`config.mk`:
```
export PLATFORM = sky130hd
export DESIGN_NAME = ira_ram
export DESIGN_NICKNAME = d
export VERILOG_FILES = /design/src/ira_ram.sv
export SDC_FILE = /design/constraint.sdc
export NUM_CORES = 1
export LEC_CHECK = 0
export BUFFER_PORTS_ARGS = -buffer_cell sky130_fd_sc_hd__buf_2
export CORE_UTILIZATION = 64
export CTS_BUF_LIST = sky130_fd_sc_hd__clkbuf_4 sky130_fd_sc_hd__clkbuf_8
export CTS_CLUSTER_SIZE = 14
export DETAILED_ROUTE_END_ITERATION = 8
export PLACE_DENSITY = 0.83
export SYNTH_ARGS = -nofsm -noshare
export SYNTH_HDL_FRONTEND = slang
export SYNTH_SLANG_ARGS = --single-unit
```
`constraint.sdc`:
```
create_clock -name clk -period 2.89 [get_ports clk]
set_clock_uncertainty 0.2 [all_clocks]
set_input_delay 0 -clock clk [delete_from_list [all_inputs] [get_ports clk]]
set_output_delay 0 -clock clk [all_outputs]
set_load 0.05 [all_outputs]
```
`src/ira_ram.sv`:
```
// Generic single-write, dual-read RAM with registered read data.
// Self-contained; no package dependencies.
module ira_ram #(
	parameter int WIDTH = 8,
	parameter int DEPTH = 16
) (
	input  logic                     clk,
	input  logic                     we,
	input  logic [$clog2(DEPTH)-1:0] waddr,
	input  logic [WIDTH-1:0]         wdata,
	input  logic [$clog2(DEPTH)-1:0] raddr_a,
	output logic [WIDTH-1:0]         rdata_a,
	input  logic [$clog2(DEPTH)-1:0] raddr_b,
	output logic [WIDTH-1:0]         rdata_b
);

	logic [WIDTH-1:0] mem_q [DEPTH];

	always_ff @(posedge clk) begin
		if (we) begin
			mem_q[waddr] <= wdata;
		end
		rdata_a <= mem_q[raddr_a];
		rdata_b <= mem_q[raddr_b];
	end

endmodule

```
# After elaboration in Yosys (flattened, before gate mapping)
# Memories as Yosys holds them, arrays and structs flattened. A register that Yosys moved wholly into a read port is not among the register bits.
# Cells that the tools add are included.
[op_classes] muxes=2
[ops] operator="1-bit 2-to-1 mux" n=2
[totals] ff_bits=0 mem_count=1 mem_bits_rw=128 output_inout_bits=16
[memory_table] name="mem_q" words=16 width=8 read_ports=2 rd_clocked_by_memory_dff=2 wr=1 line="17" source="logic [WIDTH-1:0] mem_q [DEPTH];"

# Logic depth before layout (Yosys ltp)
[logic_depth] ltp_word=2 mapped_depth=5 depth_no_buf=3

# Least setup slack after synthesis
# OpenSTA, ideal clock, no wires.
[synth_path] kind="input to register" from="in waddr[2]" to="mem mem_q[0][0], enable pin" cell_stages=2 setup_slack_ns=1.197 required_ns=2.307 arrival_time_ns=1.110 n_path_buf=0 setup_ns=0.383 cell_sequence="or3b_2 -> nor3_1"
[synth_rtl] item="start, declared" line="9" source="input logic [$clog2(DEPTH)-1:0] waddr,"
[synth_rtl] item="end, declared" line="17"
# Straight into the memory's write port.

==> results.toml <==
[global_routing]
grt_start_max_net_pins = 33
grt_util_all_layers_pct = 30.9
vias_in_the_first_global_route = 3721
first_pass_grt_wire_length_um = 21600
grt_remaining_overflow = 0
grt_antenna_before_repair = 0

[critical_path]
critical_path.startpoint_type = "input port"
cp_common_cell = "sky130_fd_sc_hd__dlygate4sd3_1"
critPathTopFamily = "buffers and inverters"
timing.critical_path.slowest_stage_cell = "sky130_fd_sc_hd__dlygate4sd3_1"
timing_worst_setup_path_type = "input port to flip-flop"
cpPeakStageDelay_ps = 770
worstSetupEndpointType = "flip-flop"
worst-endpoint-required_ps = 3080
critPathMaxFanout = 7
critical_path.n_buffers_inverters = 4
cp_cell_sequence = "dlygate4sd3_1, buf_2, nor2_1, dlygate4sd3_1, a22oi_1, nand2_1, dlygate4sd3_1"
worstPathArrival_ps = 2840

[finish]
antenna_cells_inserted = 0
finished_layout_cells = 523
fraction_of_layout_cells_with_a_size_suffix_above_1_pct = 31.2
synthToLayoutAreaGrowth_pct = 13.5
post_route_standard_cell_area_excluding_fillers_um2 = 7200
net_count_of_the_finished_layout = 403
final.fill_count = 514

[timing]
final.setup.tns_ps = 0
final_min_period_over_clock_period_pct = 91.8
slew_headroom_pct = 35.8
hold_violations = 0
maxSlewViolCount = 0
timing.fmax_ghz = 0.377
post-route-min-period_ps = 2650
grt_setup_unrepaired = "false"
setup-violations-final = 0
finalHoldWorstSlack_ps = 50.2
worst_max_slew_pin_slew_ps = 961

[place]
detailed_place.area_um2 = 6660
detailed_place_hpwl_um = 9130
place_congestion = 0.792
buffer_ports.inserted = 37
placed_cells_incl_taps = 471

[clock_tree]
cts.reportedPaths.clkPinSlew_ps = 80
clock_tree.htree_level_count = 4
cts.sink_count = 144
cts-resized-gates = 0
cts_buffers = 17
max-clock-path-buffers = 2
cts-root-buf = "sky130_fd_sc_hd__clkbuf_8"
cts_tree = "built"
later_pin_clock_latency_in_the_skew_report_ps = 440

[floorplan]
design.die.area_um2 = 10300
die-width_um = 102
floorplan.initialDensity_pct = 67.4
die_height_um = 102
floorplan.rows = 35
floorplan.core_area_um2 = 9420
pin_count = 38

[drt]
viasPerCell = 6.91
detail_route.first_pass.iterations = 5
postRouteAntennaNets = 0
route.vias.total = 3612
detailedRoute.firstIterationViolations = 332
routed_wirelength_um = 14300
drcViolationCount = 0
wl_per_cell_um = 27.4

[power_and_ir_drop]
p_int_w = 0.00311
netSwitchingPower_w = 0.00109
totalPowerFinal_w = 0.00421
power.density_cell_area_nw_per_um2 = 584
power.static_leakage_nw = 2.49
peakVddDrop_uv = 347
clockPowerShare_pct = 33.5
power.share.switching_pct = 26.0
proportion_of_power_drawn_by_combinational_gates_pct = 10.7
power.sequential.fraction_pct = 55.8

[status]
status = "completed"

[synthesis]
synth_edf_count = 128
ys.warnings.count = 0
syn_area_per_cell_um2 = 20.7
synth_cell_types = 20
synth-main-ff-cell = "sky130_fd_sc_hd__edfxtp_1"
ys_seq_area_share_pct = 65.6
syn-num-nets = 329
synthesis.instances = 307
yosys_register_bits = 144
netlist_area_um2 = 6350
synthArstFlopShare_pct = 0

[run]
max_cap_viol_count = 0

[hold_path]
min_path_type = "input port to flip-flop"
Yosys cell counts (2+ instances only):
cell type,count,share of area [%]
sky130_fd_sc_hd__buf_2,6,0.47
sky130_fd_sc_hd__mux4_2,34,12
sky130_fd_sc_hd__nor2_1,14,0.83
sky130_fd_sc_hd__and2b_1,2,0.24
sky130_fd_sc_hd__clkdlybuf4s25_2,6,0.95
sky130_fd_sc_hd__nor2b_1,2,0.20
sky130_fd_sc_hd__nand2b_1,2,0.20
sky130_fd_sc_hd__nand3b_1,2,0.24
sky130_fd_sc_hd__buf_4,2,0.24
sky130_fd_sc_hd__nor3_1,4,0.32
sky130_fd_sc_hd__and2_1,2,0.20
sky130_fd_sc_hd__mux4_4,2,0.79
sky130_fd_sc_hd__a22oi_1,32,3.8
sky130_fd_sc_hd__nand2_1,17,1.0
sky130_fd_sc_hd__mux4_1,28,12
sky130_fd_sc_hd__edfxtp_1,128,61
sky130_fd_sc_hd__dfxtp_1,16,5.0
sky130_fd_sc_hd__buf_6,6,1.1
worst register-to-register path: stages, from the launching register on:
cell                            delay (ps)
sky130_fd_sc_hd__edfxtp_1              440
sky130_fd_sc_hd__mux4_4                620
sky130_fd_sc_hd__a22oi_1               200
sky130_fd_sc_hd__nand2_1                70
sky130_fd_sc_hd__dlygate4sd3_1         550
cell type report:
type | instances | area, µm² | area share [%]
sequential | 144 | 4160 | 57.8
multi-input combinational | 143 | 2010 | 27.9
timing repair buffer | 75 | 520 | 7.22
clock buffer | 18 | 241 | 3.35
tap | 129 | 161 | 2.24
clock inverter | 14 | 108 | 1.49
final timing paths:
check	from	end	slack (ps)	cells after the start
min reg2reg	mem_q[14][6]$_DFFE_PP_	rdata_b[6]$_DFF_P_	510	3
max reg2reg	mem_q[0][7]$_DFFE_PP_	rdata_b[7]$_DFF_P_	700	4
max	raddr_b[2]	rdata_b[7]$_DFF_P_	240	7
min	we	mem_q[4][6]$_DFFE_PP_	50	4
flip-flops by register name, indices dropped and copies added (netlist names):
register	flops
mem_q	128
rdata_b	8
rdata_a	8
cells in the final DEF, fill, tap and decap left out, types with 4 or more instances in the layout:
cell type and count:
sky130_fd_sc_hd__nor2_1 14, sky130_fd_sc_hd__edfxtp_1 128, sky130_fd_sc_hd__nor3_1 4, sky130_fd_sc_hd__inv_6 4
sky130_fd_sc_hd__mux4_2 34, sky130_fd_sc_hd__a22oi_1 32, sky130_fd_sc_hd__clkinvlp_4 7, sky130_fd_sc_hd__dlygate4sd3_1 20
sky130_fd_sc_hd__clkbuf_8 17, sky130_fd_sc_hd__buf_4 18, sky130_fd_sc_hd__dfxtp_1 16, sky130_fd_sc_hd__buf_2 37
sky130_fd_sc_hd__nand2_1 17, sky130_fd_sc_hd__mux4_1 28
logic make-up after synthesis:
logic type             count (synthesis)  synth area share [%]
AND/OR/NAND/NOR                       47                  3.43
AO/OA/AOI/OAI                         32                  3.79
flip-flops                           144                  65.6
multiplexers                          64                  24.4
buffers and inverters                 20                  2.72
power by group through the flow:
stage | clock, W | combinational (W) | sequential [W]
3_5_place_dp | 0 | 0.000425 | 0.00240
5_1_grt | 0.00148 | 0.000474 | 0.00236
4_1_cts | 0.00142 | 0.000447 | 0.00235
6_report | 0.00141 | 0.000449 | 0.00235
3_3_place_gp | 0 | 0.000414 | 0.00239
2_1_floorplan | 0 | 0.000210 | 0.00248
what timing repair did:
item,4_1_cts,5_1_grt
setup buffers,0,0
hold endpoints to repair,171,0
hold buffers,20,0
per-layer routing:
| metal | GRT usage (%) | part of all wire (%) | vias to the layer above |
|---|---|---|---|
| li1 | - | - | 1491 |
| met1 | 42.0 | 36 | 1813 |
| met2 | 48.6 | 50 | 268 |
| met3 | 8.21 | 12 | 40 |
| met4 | 12.0 | 2.8 | 0 |
| met5 | 0 | 0 | - |
metrics by stage:
stage                     setup slack, ps  util, %
after global placement                886     70.7
after global routing                  168     76.5
after detailed placement              795     70.7
after CTS                             320     76.5
after floorplan                      1200        -
final                                 236     76.5
(Power assumes the default switching activity.)
