==> src/ira_pkg.sv <==
// Package for the interval room allocator: sizes, the heap entry type,
// the entry ordering function and the sequencer states. No dependencies.
package ira_pkg;

	localparam int MAX_ROOMS = 256;
	localparam int TIME_BITS = 32;
	localparam int TAG_W     = 16;
	localparam int ROOM_W    = 9;
	localparam int IDX_W     = $clog2(MAX_ROOMS);
	localparam int CNT_W     = IDX_W + 1;

	typedef struct packed {
		logic [TIME_BITS-1:0] dep;
		logic [CNT_W-1:0]     room;
	} entry_t;

	localparam int ENTRY_W = $bits(entry_t);

	// Result of the shared compare unit.
	typedef struct packed {
		logic pick_c;      // the second candidate beats the first
		logic best_first;  // the better candidate ranks before the moving entry
	} cmp_res_t;

	typedef enum logic [2:0] {
		ST_IDLE,
		ST_TOP_RD,
		ST_TOP_CHK,
		ST_UP_RD,
		ST_UP_CMP,
		ST_DN_RD,
		ST_DN_CMP
	} state_t;

	// Heap order: earlier departure first, then the higher room number.
	function automatic logic ranks_before(entry_t a, entry_t b);
		return (a.dep < b.dep) || ((a.dep == b.dep) && (a.room > b.room));
	endfunction

endpackage

==> src/ira_cmp.sv <==
// Shared compare unit for the heap sifts: picks the better of two stored
// entries and ranks it against the entry being moved. Uses ira_pkg.
module ira_cmp import ira_pkg::*; (
	input  entry_t   moving,
	input  entry_t   cand_b,
	input  entry_t   cand_c,
	input  logic     c_valid,
	output cmp_res_t res
);

	entry_t best;

	always_comb begin
		res.pick_c     = c_valid && ranks_before(cand_c, cand_b);
		best           = res.pick_c ? cand_c : cand_b;
		res.best_first = ranks_before(best, moving);
	end

endmodule

==> config.mk <==
export PLATFORM = sky130hd
export DESIGN_NAME = ira_cmp
export DESIGN_NICKNAME = d
export VERILOG_FILES = /design/src/ira_pkg.sv /design/src/ira_cmp.sv
export SDC_FILE = /design/constraint.sdc
export NUM_CORES = 1
export LEC_CHECK = 0
export BUFFER_PORTS_ARGS = -buffer_cell sky130_fd_sc_hd__clkbuf_2
export CORE_MARGIN = 2
export CORE_UTILIZATION = 30
export DETAILED_ROUTE_END_ITERATION = 8
export PLACE_DENSITY = 0.6
export SLEW_MARGIN = 5
export SYNTH_ARGS = -nofsm -noshare
export SYNTH_HDL_FRONTEND = slang
export SYNTH_SLANG_ARGS = --single-unit
export TNS_END_PERCENT = 20
==> constraint.sdc <==
create_clock -name vclk -period 4.9
set_input_delay 0.735 -clock vclk [all_inputs]
set_output_delay 0.735 -clock vclk [all_outputs]
set_load 0.02 [all_outputs]
# Word level (Yosys, flattened, before mapping)
# Cells that the tools add are included.
[op_classes]
n_lt_le_gt_ge = 4
n_eq_ne = 2
n_mux = 1
reduce_logical = 5
[op_table]
columns = ["op", "count"]
rows = [
  ["$eq 32x32->1", 2],
  ["$lt 32x32->1", 2],
  ["$mux 41", 1],
  ["$gt 9x9->1", 2],
  ["$logic_and 1x1->1", 3],
  ["$logic_or 1x1->1", 2],
]
[totals]
reg_bits = 0
input_bits = 124
wordCells = 12

# Logic depth before layout (Yosys ltp)
# Gate-level depths: netlist (run 1).
[depth]
depth_word = 8
mapped_depth = 18

# Least setup slack after synthesis (run 1)
# No wires, ideal clock.
[synth_timing]
path_kind = "input -> output"
from = "input port cand_b[4] in the netlist's numbering"
to = "output port res[0] in the netlist's numbering"
t_arrival_ns = 4.062
required_time_ns = 4.165
setup_slack_ns = 0.103
cell_stages = 17
path_buffers = 1
cell_sequence = "inv_1 -> ha_1 -> and3_1 -> a211oi_1 -> o21ai_1 -> a2111oi_2 -> nor3_1 -> o21ai_4 -> buf_6 -> mux2_4 -> ha_1 -> nor2b_1 -> o21ai_0 -> nand2b_1 -> a21oi_1 -> o211a_1 -> o31ai_1"
[synth_rtl]
columns = ["item", "line_no", "rtl"]
rows = [
  ["from (decl)", "ira_cmp.sv:5", "input entry_t cand_b,"],
  ["to (decl)", "ira_cmp.sv:8", "output cmp_res_t res"],
]

==> metrics.md, run 1 <==
| Metric | Value |
|---|---|
| Outcome | finished, violations left |
| Failing checks | negative setup slack |
| Max-slew headroom | 0.762 |
| Detailed Place HPWL | roughly 6900 microns |
| Total core area | about 8800 sq um |
| Most common cell after layout, fill and taps aside | clkbuf_2 |
| Synthesized area per cell | slightly above 8 sq um |
| Critical Path Slowest Stage Cell | or4b_4 |
| First-pass GRT wire length | roughly 14,000 microns |
| Cell row count | 34 |
| Most frequent cells in the layout | 122 x clkbuf_2, 75 x inv_1, 54 x ha_1 |
| Vias in the first global route | a little over 3k |
| Filler instances | a little over 800 |
| Initial Util | 0.310 |
| Number of setup violations in the final report | 1 |
| Area leader, netlist | ha_1 |
| CP Data Arrival Time | 4.24 ns |
| Max incr delay on CP | 0.55 ns |
| Number of cells produced by synthesis | roughly 330 |
| Crit-path cells | clkbuf_2 -> inv_2 -> ha_4 -> a21o_1 -> nand3_2 -> a21oi_2 -> or4b_4 -> a21oi_4 -> o21ai_4 -> buf_12 -> buf_8 -> buf_16 -> buf_4 -> buf_4 -> mux2_4 -> ha_4 -> nand4_1 -> nor2_1 -> nand2_2 -> o2111ai_2 -> o31ai_2 -> buf_4 |
| Yosys cell types | 33 |
| Most frequent CP cell | buf_4 |
| Comb power frac | 1.000 |
| Maximum fanout along the worst path | 8 |
| Clock buffer cells | 0 |
| Adder-cell share of the synthesized area | 0.377 |
| Initial antenna violation count | 0 |
| Clock power share | 0 |
| Hold Slack | between 2 and 2.5 ns |
| Final Max Slew Viols | 0 |
| Post-synthesis cell area | around 2700 sq um |
| RSZ-0062 raised after global routing | true |
| Largest net degree at the start of global routing | 9 |
| DRT Wirelength | around 8300 microns |
| Final min period | between 4 and 5 ns |
| Compound-cell area share of the yosys netlist | 0.156 |
| Synth Area in Simple Gates | 0.116 |
| XOR/XNOR Fraction of Synth Area | 0 |
| Int Pwr | around 280 uW |
| Setup_tns | -0.0776 ns |
| DRC | 0 |
| First-pass DRT Iterations | 4 |
| Peak supply drop | 0.0461 mV |
| F_max | 0.201 GHz |
| Routed Antenna Nets | 0 |
| FF/Latch Area | 0 sq um |
| Via density | between 4 and 5 |
| Final WS setup | -0.0776 ns |
| Largest family of logic cells by synthesized area | adder cells |
| Gr ovfl total | 0 |
| NetSw | just over 200 uW |
| Cell area after layout | approximately 4600 sq um |
| Routability Congestion | between 0.8 and 0.9 |
| Sequential Power Share | 0 |
| I/O pins | roughly 130 |
| Hold Path Class | in2out |
| Synth warnings | 0 |
| Seq cells | 0 |
| PortBufs | between 100 and 150 |
| Sequential element share of the synthesized area | 0 |
| Nets | between 700 and 800 |
| Critical path class | in2out |
| Setup crit end kind | primary output |
| Mux cell area share after synthesis | 0.220 |
| Synth top area share | 0.377 |
| Drt wl/cell | around 13 microns |
| Leak pwr | about 2.6 nW |
| Die height | a little under 100 microns |
| GRT Util Overall | 0.165 |
| Syn_nets | 540 |
| Switching Fraction | 0.426 |
| Crit path launch type | input port |
| Post-layout instance count excluding filler cells | 625 |
| Die Area | roughly 9800 sq um |
| CP required | 4.16 ns |
| DP Cell Count | between 600 and 700 |
| Die Width | approximately 99 microns |
| Dpl cell area | roughly 3800 sq um |
| Fin crit share | 1.02 |
| Synth area leaders | ha_1 38%, mux2_4 20%, inv_1 11%, a21oi_1 5.3%, nand4_1 4.1% |
| Share of layout cells above drive strength 1 | 0.571 |
| Via Count | ~3k |
| ANT cells | 0 |
| Area delta synth->final | 67.8% |
| Max cap viols | 0 |
| Slew @ Worst Pin | 0.355 ns |
| Final Hold Viols | 0 |
| Power Density | 105 nW/um^2 |
| 1st-iter DRT viols | 38 |
| Post-CTS Hold Fix Bufs | 0 |
logic make-up after synthesis:
| kind of cell | after synthesis |
|---|---|
| muxes | 41 |
| AOI/OAI and AO/OA | 66 |
| adders and majority gates | 82 |
| buffers and inverters | 87 |
| and+or+nand+nor | 58 |
per-stage QoR:
step / setup WS (ns) / power [mW] / utilization
4_1_cts: -0.0277 / 0.451 / 0.499
3_5_place_dp: -0.364 / 0.370 / 0.431
6_report: -0.0776 / 0.479 / 0.521
5_1_grt: -0.289 / 0.531 / 0.521
3_3_place_gp: -0.391 / 0.359 / 0.431
2_1_floorplan: 0.103 / 0.224 / -
critical path: cells and delay by family:
kind / cells / cell delay (ns)
muxes: 1 / 0.31
AOI/OAI and AO/OA: 6 / 0.78
and+or+nand+nor: 5 / 1.00
adders and majority gates: 2 / 0.49
buffers and inverters: 8 / 0.96
what timing repair did:
item	in CTS	in global routing
setup endpoints to repair	1	1
buffers inserted	14	5
resized for setup	67	30
pin swaps	49	25
gates cloned	2	0
area by class of cell:
| cell class | count | area (sq um) | share of cell area |
|---|---|---|---|
| inverter | 83 | 314 | 0.0688 |
| multi-input combinational | 247 | 2880 | 0.631 |
| tap | 108 | 135 | 0.0296 |
| timing repair buffer | 187 | 1240 | 0.271 |
final timing paths:
kind	from	end	slack, ns	depth (start not counted)
hold / removal	moving[40]	res[0]	2.11	7
setup / recovery	cand_b[34]	res[0]	-0.08	22
synthesized netlist by cell type, types with 2 or more instances:
library cell	n
nand3_1	7
o21ai_0	9
o211ai_1	3
o31ai_1	2
ha_1	82
nand2_1	10
buf_6	4
nand4_1	18
a21oi_1	29
inv_1	83
mux2_4	37
a21o_1	11
nor2_1	5
mux2i_1	2
a211oi_1	3
mux2_2	2
nor2b_1	5
nor3_1	6
nand2b_1	2
power by group through the flow:
stage | combinational, mW | sequential [mW] | clock (mW)
after floorplan | 0.224 | 0 | 0
after global placement | 0.359 | 0 | 0
after detailed placement | 0.370 | 0 | 0
after CTS | 0.451 | 0 | 0
after global routing | 0.531 | 0 | 0
final | 0.479 | 0 | 0
layer usage:
layer  part of all wire  routed length, microns  vias to the layer above  global-route usage
met3              0.047                     393                        0             0.00914
met1               0.43                    3540                     1340               0.198
li1                   -                       -                     1554                   -
met5                  0                       0                        -                   0
met2               0.53                    4380                       72               0.335
met4                  0                       0                        0             0.00211
Note: power is estimated with default switching activity, not from simulation.
==> inputs of run 2 (changes only) <==
Settings changed: CELL_PAD_IN_SITES_DETAIL_PLACEMENT set to 1, CELL_PAD_IN_SITES_GLOBAL_PLACEMENT set to 1, CORE_MARGIN 2 to not set, PLACE_DENSITY 0.6 to 0.79.
==> metrics.md, run 2 (synthesis gave the netlist of run 1 again) <==
| Metric | Value |
|---|---|
| RSZ-0062 raised after global routing | true |
| Initial Util | 0.310 |
| Max incr delay on CP | 0.44 ns |
| Gr ovfl total | 0 |
| Largest net degree at the start of global routing | 8 |
| PortBufs | around 130 |
| 1st-iter DRT viols | 28 |
| Dpl cell area | approximately 3800 sq um |
| I/O pins | 126 |
| Routability Congestion | slightly above 0.8 |
| Post-CTS Hold Fix Bufs | 0 |
| Setup crit end kind | primary output |
| Final WS setup | -0.234 ns |
| Share of layout cells above drive strength 1 | 0.596 |
| Via Count | 3,097 |
| Final Max Slew Viols | 0 |
| Drt wl/cell | 18.0 microns |
| Max cap viols | 0 |
| Worst Hold End | res[0] |
| Setup_tns | -0.234 ns |
| DRC | 0 |
| FF/Latch Area | 0 sq um |
| Crit path buffers/inverters | 5 |
| Crit path launch type | input port |
| Cell row count | 34 |
| Die Width | 97.2 microns |
| Hold path depth | 7 |
| Post-layout instance count excluding filler cells | slightly above 600 |
| Die Area | around 9500 sq um |
| DP Cell Count | 604 |
| Max-slew headroom | 0.765 |
| ANT cells | 0 |
| Routed Antenna Nets | 0 |
| Power Density | approximately 110 nW/um^2 |
| Slew @ Worst Pin | about 0.35 ns |
| Nets | between 700 and 800 |
| Initial antenna violation count | 0 |
| Failing checks | negative setup slack |
| DRT Wirelength | about 11,000 microns |
| Die height | around 97 microns |
| Final Hold Viols | 0 |
| Hold Path Class | in2out |
| Critical path class | in2out |
| F_max | 0.195 GHz |
| Detailed Place HPWL | a little over 8000 microns |
| Via density | 5.05 |
| Most frequent CP cell | nand4_1 |
| Final Util | 0.535 |
| Cell area after layout | between 4000 and 5000 sq um |
| Maximum fanout along the worst path | 5 |
| Min-delay src | moving[40] |
| Vias in the first global route | 3,527 |
| Peak supply drop | ~0.046 mV |
| GRT Util Overall | 0.198 |
| Crit-path leading delay family | compound AO/OA/AOI/OAI gates |
| Most frequent cells in the layout | 104 x clkbuf_2, 66 x inv_1, 47 x ha_1 |
| CP required | about 4.2 ns |
| Critical Path Slowest Stage Cell | a2111o_1 |
| Area delta synth->final | 72.2% |
| Fin crit share | 1.05 |
| Final min period | just over 5 ns |
| Clock buffer cells | 0 |
| Total core area | 8760 sq um |
| Most common cell after layout, fill and taps aside | clkbuf_2 |
| Leak pwr | 2.56 nW |
| Crit-path cells | buf_2 -> inv_2 -> ha_4 -> nand4_1 -> a2111o_1 -> o211ai_1 -> a21oi_4 -> o21ai_4 -> buf_12 -> bufbuf_16 -> mux2_4 -> ha_1 -> nand4_1 -> nor3_2 -> nand2_1 -> o2111ai_2 -> o31ai_2 -> buf_4 |
| First-pass GRT wire length | approximately 16,000 microns |
| Filler instances | 1,041 |
| CP Data Arrival Time | ~4.4 ns |
| Seq cells | 0 |
| First-pass DRT Iterations | 3 |
| Outcome | finished, violations left |
| Number of setup violations in the final report | 1 |
| Hold Slack | 2.17 ns |
==> run 2: changes by cell type in the layout (fill, tap and decap cells not counted), moves of 2 or more <==
| cell | delta |
|---|---|
| nor2b_1 | -2 |
| inv_1 | -9 |
| ha_4 | +8 |
| inv_2 | +5 |
| ha_1 | -7 |
| buf_6 | +15 |
| buf_16 | -2 |
| buf_4 | -8 |
| clkbuf_2 | -18 |
| inv_4 | +4 |
| nor2b_4 | +2 |
==> run 2: cell type report <==
type | count | area, sq um | area share
Timing Repair Buffer | 175 | 1230 | 0.262
Tap cell | 108 | 135 | 0.0288
Inverter | 83 | 324 | 0.0692
Multi-Input combinational cell | 247 | 3000 | 0.640
==> run 2: worst max-delay path by stage <==
stage                     from  endpoint  slack (ns)  depth (start not counted)
finish              cand_b[23]    res[0]       -0.23                         18
global route        cand_b[23]    res[0]       -0.37                         19
CTS                 cand_b[36]    res[0]       -0.17                         21
detailed placement  cand_b[39]    res[0]       -0.38                         21
global placement     cand_b[4]    res[0]       -0.31                         20
floorplan            cand_b[4]    res[0]        0.10                         17
==> run 2: report_power, final <==
| part | internal (mW) | switching (mW) | total, mW |
|---|---|---|---|
| combinational | 0.288 | 0.228 | 0.516 |
| clock | 0 | 0 | 0 |
| sequential | 0 | 0 | 0 |
==> run 2: repair_timing <==
action / CTS / global route
gates resized for setup: 43 / 112
buffers inserted: 9 / 0
gates cloned: 1 / 0
pin swaps: 27 / 51
endpoints found under the setup margin: 1 / 1
==> run 2: per-layer routing <==
layer / up-vias / GRT usage / wire length [microns]
met3: 14 / 0.00719 / 284
met1: 1476 / 0.214 / 4030
met2: 78 / 0.426 / 6520
met5: - / 0 / 0
met4: 0 / 0.0192 / 178
li1: 1529 / - / -
==> run 2: per-stage QoR <==
stage	total power, mW	setup slack, ns
floorplan	0.224	0.103
global placement	0.360	-0.307
detailed placement	0.382	-0.379
CTS	0.436	-0.171
global route	0.562	-0.374
finish	0.516	-0.234
==> inputs of run 3 (changes only) <==
Settings changed: CORE_UTILIZATION 30 to 25, PLACE_DENSITY 0.79 to 0.65.
==> metrics.md, run 3 (synthesis gave the netlist of run 1 again) <==
| Metric | Value |
|---|---|
| PortBufs | between 100 and 150 |
| Die height | 106 microns |
| Dpl cell area | 3950 sq um |
| Routing usage on met3 | 0.0141 |
| Crit path launch type | input port |
| Final WS setup | -0.150 ns |
| Routed Antenna Nets | 0 |
| GRT Util Overall | 0.179 |
| 1st-iter DRT viols | 30 |
| Share of layout cells above drive strength 1 | 0.609 |
| Drt wl/cell | approximately 15 microns |
| Number of setup violations in the final report | 1 |
| Via Count | between 3k and 4k |
| Failing checks | negative setup slack |
| DRC | 0 |
| Leak pwr | 2.65 nW |
| Max-slew headroom | 0.752 |
| Vias in the first global route | 3,591 |
| ANT cells | 0 |
| FF/Latch Area | 0 sq um |
| F_max | ~0.2 GHz |
| Via density | ~4.7 |
| Met2 Use GR | 0.378 |
| Nets | between 700 and 800 |
| Setup crit end kind | primary output |
| Total core area | between 10,000 and 15,000 sq um |
| Final min period | 5.05 ns |
| Area of the multi-input gates | between 2000 and 3000 sq um |
| RSZ-0062 raised after global routing | true |
| Routability Congestion | around 0.8 |
| CP required | roughly 4.2 ns |
| Die Width | 106 microns |
| Fin crit share | 1.03 |
| Slew @ Worst Pin | 0.370 ns |
| Clock buffer cells | 0 |
| Cell area after layout | about 4800 sq um |
| Detailed Place HPWL | slightly above 8000 microns |
| I/O pins | 126 |
| Most frequent cells in the layout | 113 x clkbuf_2, 66 x buf_4, 64 x inv_1 |
| Power Density | 103 nW/um^2 |
| Final Hold Viols | 0 |
| Filler instances | ~1.3k |
| Critical path class | in2out |
| DRT Wirelength | 10,000 microns |
| Most common cell after layout, fill and taps aside | clkbuf_2 |
| Seq cells | 0 |
| CP Data Arrival Time | 4.32 ns |
| Final Max Slew Viols | 0 |
| First-pass DRT Iterations | 4 |
| Largest net degree at the start of global routing | 9 |
| Final Util | 0.456 |
| Gr ovfl total | 0 |
| Setup_tns | -0.150 ns |
| Global route hottest layer | met2 |
| Outcome | finished, violations left |
| Initial antenna violation count | 0 |
| Max cap viols | 0 |
| Die Area | roughly 11,000 sq um |
| DP Worst Slack | -0.484 ns |
| Initial Util | 0.261 |
| Peak supply drop | 0.0370 mV |
| Met1 usage | 0.193 |
| First-pass GRT wire length | between 15,000 and 20,000 microns |
| Maximum fanout along the worst path | 6 |
| Cell row count | 37 |
| Area delta synth->final | 74.7% |
| Hold Path Class | in2out |
## run 3: cell types whose count changed in the layout (fill, tap and decap cells not counted), sizes merged
cell | before | now
clkbuf | 104 | 120
buf | 70 | 82
bufbuf | 1 | 0
## run 3: repair_timing
action / CTS / global route
pin swaps: 54 / 19
setup endpoints to repair: 1 / 1
buffers inserted: 16 / 1
cloned: 1 / 0
hold buffers: 0 / 0
gates resized for setup: 102 / 19
## run 3: layout make-up
class / count / area share
inverter: 83 / 0.0661
multi-input combinational: 247 / 0.610
timing repair buffer: 202 / 0.288
tap: 136 / 0.0358
## run 3: power by group
group / switching [mW] / total [mW] / internal (mW)
combinational: 0.211 / 0.492 / 0.281
sequential: 0 / 0 / 0
clock: 0 / 0 / 0
## run 3: path summary, 6_finish.rpt
kind / start / to / slack (ns) / cells past startpoint
worst max-delay path: cand_c[13] / res[0] / -0.15 / 21
worst min-delay path: moving[0] / res[0] / 2.23 / 6
## run 3: routing by layer
layer  vias up  wire [microns]
li1       1583               -
met1      1459            3900
met2        72            5630
met3         8             406
met4         0             112
met5         -               0
## run 3: critical path, stage by stage
cell and delay, ns:
clkbuf_2 0.11, ha_4 0.26, nand4_1 0.18, buf_4 0.20, nor4_4 0.34, o31ai_2 0.13
nor3_2 0.25, o21ai_4 0.08, buf_6 0.14, buf_12 0.13, buf_4 0.13, buf_4 0.13
mux2_4 0.29, ha_1 0.30, nand2_1 0.08, nor2_1 0.05, a211oi_2 0.18, o21a_1 0.18
o2111ai_2 0.14, o31ai_2 0.09, buf_4 0.19
## run 3: through the flow
stage	instances	hold slack (ns)	power, mW
finish	668	2.23	0.492
global route	668	2.28	0.544
CTS	668	2.23	0.481
detailed placement	653	2.11	0.391
global placement	653	2.10	0.374
floorplan	334	1.84	0.224
